File: src/rtl/assert_macros.svh
// Assertion macros for the page store RTL.
`ifndef ASSERT_MACROS_SVH
`define ASSERT_MACROS_SVH

// Concurrent assertion on an explicit clock and active-low reset.
`define PSFL_ASSERT_CLK(lbl, ck, rn, prop, msg) \
    lbl: assert property (@(posedge ck) disable iff (!rn) prop) \
        else $error(msg);

// Concurrent assertion on the block clock clk and reset rst_n.
`define PSFL_ASSERT(lbl, prop, msg) `PSFL_ASSERT_CLK(lbl, clk, rst_n, prop, msg)

`endif

File: src/rtl/psfl_ram.sv
// Generic single-port-write, single-port-read RAM with a registered read.
module psfl_ram #(
    parameter int WIDTH = 8,
    parameter int DEPTH = 256
) (
    input  logic                     clk,
    input  logic                     we,
    input  logic [$clog2(DEPTH)-1:0] waddr,
    input  logic [WIDTH-1:0]         wdata,
    input  logic                     re,
    input  logic [$clog2(DEPTH)-1:0] raddr,
    output logic [WIDTH-1:0]         rd_data
);

    logic [WIDTH-1:0] mem [DEPTH];
    logic [WIDTH-1:0] rd_data_reg;

    // Write port and registered read port; read data holds until the next read.
    always_ff @(posedge clk)
    begin
        if (we)
        begin
            mem[waddr] <= wdata;
        end
        if (re)
        begin
            rd_data_reg <= mem[raddr];
        end
    end

    assign rd_data = rd_data_reg;

endmodule

File: config.mk
export PLATFORM = sky130hd
export DESIGN_NAME = psfl_ram
export DESIGN_NICKNAME = d
export VERILOG_FILES = /design/src/rtl/assert_macros.svh /design/src/rtl/psfl_ram.sv
export SDC_FILE = /design/constraint.sdc
export NUM_CORES = 2
export LEC_CHECK = 0
export BUFFER_PORTS_ARGS = -buffer_cell sky130_fd_sc_hd__buf_2
export CAP_MARGIN = 5
export CORE_MARGIN = 2
export CORE_UTILIZATION = 39
export CTS_CLUSTER_DIAMETER = 30
export DETAILED_ROUTE_END_ITERATION = 16
export PLACE_DENSITY_LB_ADDON = 0.12
export SYNTH_ARGS = -nofsm -noshare
export SYNTH_HDL_FRONTEND = slang
export SYNTH_SLANG_ARGS = --single-unit
File: constraint.sdc
create_clock -name clk -period 5.4 [get_ports clk]
set_clock_uncertainty 0.1 [all_clocks]
set_input_delay 1.08 -clock clk [delete_from_list [all_inputs] [get_ports clk]]
set_output_delay 1.08 -clock clk [all_outputs]
set_load 0.1 [all_outputs]
* Word-level counts from Yosys, hierarchy flattened *
Memories as Yosys holds them, arrays and structs flattened. A register that Yosys moved wholly into a read port is not among the register bits.
Cells that the tools add are included.

word-level totals
  register bits = 0
  bits in writable memories = 2048
  bits of input ports = 27
  output and inout bits = 8
  word-level logic and storage cells = 3
  memories kept = 1

memory list
  name  depth  width  read ports  clocked after Yosys merged registers in  write ports  line            RTL
  mem   256    8      1           1                                        1            psfl_ram.sv:15  logic [WIDTH-1:0] mem [DEPTH];

cells by class
  mux-type cells = 2

operators with widths
  cell     count
  $mux W1  2

* Logic depth before layout (Yosys ltp) *
  word-level depth = 2
  gate-level depth with buffers = 11

* Worst setup path before layout *
OpenSTA, ideal clock, no wires.

  path type = input to register
  start point = in raddr[0]
  end point = reg rd_data_reg[2] (netlist: rd_data[2]), read port of mem (data pin)
  arrival time = 2887 ps
  required time = 5031 ps
  slack = 2144 ps
  cell stages on the path = 9
  buffers on the path = 4
  path through = buf_6 > buf_12 > buf_8 > buf_2 > mux4_2 > a22oi_1 > a21oi_1 > nor4_1 > nor4_2

RTL lines
  element      line            RTL
  from (decl)  psfl_ram.sv:11  input logic [$clog2(DEPTH)-1:0] raddr,
  to (decl)    psfl_ram.sv:16  logic [WIDTH-1:0] rd_data_reg;

==> impl_metrics.toml <==
[run_status]
status = "completed"

[route]
firstDrtPassIters = 6
detail-route-antenna-nets = 0
drt_drc_violations_left = 0
drtIter0Drc = 4426
viasPerCell = 5.56
avgRoutedWirePerCell_um = 30.7
dr_total_vias = 40274
wirelength_mm = 222

[clock_network]
numCtsBuffers = 459
cts_sinks = 2056
post_cts_buffers = 0
cts_root_buffer = "clkbuf_16"
cts.reportedPaths.clkPinSlew_ns = 0.05
htree_levels = 5
clk_path_buf_depth = 4
cts_tree = "built"
insertion_delay_ns = 0.97
cts_hold_buffers = 0
cts_resized = 0

[timing]
final_hold_viol_count = 0
worstMarginPinSlew_ns = 1.25
timing.fmax_mhz = 262
timing.hold.ws_ns = 0.514
tns_ns = 0
final-setup-viol-count = 0
fin_ws_ns = 1.58
rsz0062_at_grt = "false"
finalCriticalPeriod_ns = 3.82
slew_headroom_pct = 16.7
finalCritPeriodShare_pct = 70.8
slew_violations = 0

[yosys]
synth.most_common_cell = "edfxtp_1"
async_reset_ff_share_pct = 0
syn_area_um2 = 79600
synth_top_area_cell = "edfxtp_1"
synthTopCellsByArea = "edfxtp_1, mux4_2, mux2i_1, nor2_1, a22oi_1"
ys_seq_area_share_pct = 77.5
synth_edf_count = 2056
synth_ff_type = "edfxtp_1"
synth.distinct_cells = 54
syn-mean-instance-area_um2 = 21.3
synth_top_cell_area_share_pct = 77.5
syn_inst = 3733
synth_commonest_cells = "edfxtp_1, mux4_2, nor2_1"
yosysWarnings = 0
synth_seq_cells = 2056
syn-num-nets = 3760

[floorplan]
start_util_pct = 39.3
dieWidth_um = 456
die_h_um = 456
die-area_um2 = 208000
ioPinCount = 35
num_rows = 165
coreArea_um2 = 203000

[cells_and_area]
largest_reg_flops = 2048
seq_area_um2 = 61700
drive_gt1_share_pct = 31.0
multi_input_area_um2 = 16500
fill_cells = 16467
area_growth_pct = 24.3
layout.nets = 4218

[worst_setup_path]
worstSetupPathType = "in2reg"
worst_ep_required_time_ns = 5.97
cp_max_fo = 25
start_kind = "input port"
critPathCaptureType = "flip-flop"
cp.arrival_ns = 4.39

[global_routing]
antenna_found_initial = 13
grt_pass1_vias = 41717
grt_first_pass_wirelength_mm = 316
grt.total_usage_pct = 21.2
grt_overflow = 0
grt_max_degree = 137

[placement]
dp.final_hpwl_mm = 136
port_buffers = 34
routabilityCongestion = 0.819
pre_cts_slack_ns = 0.572

[pwr]
p_leak_nw = 31.9
irDropWorstVdd_uv = 378
powerDensity_nw_per_um2 = 472

[worst_hold_path]
hold_path_class = "in2reg"

[job]
maxCapViolCount = 0
[cell type report]
cell class              instances  share of cell area [%]
clock buffers                 522                    11.9
flip-flops and latches       2056                    62.4
multi-input cells            1442                    16.7
diodes                          4                  0.0101
repair buffers                230                    2.09
clock inverters               315                    3.51
inverters                       2                 0.00758
well taps                    2672                    3.38
[report_power, final]
group | total [mW] | internal, mW | switching [mW]
clock network | 27.3 | 18.7 | 8.61
registers | 17.7 | 17.7 | 0.0269
logic | 1.72 | 0.564 | 1.16
total | 46.7 | 36.9 | 9.79
[cell families (layout without fill, tap and decap cells)]
| kind of cell | after synthesis | count (layout) | synth area share (%) |
|---|---|---|---|
| multiplexers | 591 | 591 | 14.6 |
| AO/OA/AOI/OAI | 385 | 385 | 3.42 |
| other | 0 | 4 | 0 |
| buffers and inverters | 235 | 1069 | 1.83 |
| AND/OR/NAND/NOR | 466 | 466 | 2.63 |
| flip-flops | 2056 | 2056 | 77.5 |
[worst paths after layout]
path	startpoint	cells past startpoint	slack [ns]	to
max	raddr[0]	8	1.58	rd_data[0]
min	wdata[5]	1	0.51	mem[242][5]
min reg2reg	mem[33][5]	6	0.97	rd_data[5]
max reg2reg	mem[83][0]	6	2.27	rd_data[0]
[layer usage]
| layer | GRT usage [%] | vias up | share of wire (%) |
|---|---|---|---|
| met4 | 5.77 | 4 | 2.3 |
| met1 | 30.3 | 21660 | 44 |
| met2 | 33.3 | 1392 | 47 |
| met3 | 4.24 | 375 | 6.0 |
| li1 | - | 16843 | - |
| met5 | 0 | - | 0.010 |
[layout by cell type (no fill, tap or decap), types with 26 or more instances in the layout]
cell,instances
a21oi_1,96
a22oi_1,133
buf_12,26
buf_4,171
bufinv_16,66
clkbuf_1,58
clkbuf_16,464
clkinv_1,75
clkinv_2,74
clkinvlp_4,55
edfxtp_1,2056
mux2i_1,134
mux4_2,454
nand2_1,33
nand3_1,28
nor2_1,279
nor2b_1,28
o221ai_1,46
o22ai_1,28
[critical path, stage by stage]
cell	delay, ns
buf_8	0.32
buf_4	0.41
mux4_2	0.60
mux4_2	0.56
nor2b_1	0.20
nor4_1	0.78
buf_4	0.29
nor4_2	0.05
[stage by stage]
step	total power [mW]	instance area [um^2]	instances	utilization [%]
after global routing	47.9	99000	7240	48.9
final	46.7	99000	7243	48.9
after global placement	19.7	83700	6401	41.3
after floorplan	18.9	79600	3733	-
after CTS	47.1	99000	7239	48.9
after detailed placement	19.7	83700	6402	41.3
(Power assumes the default switching activity.)
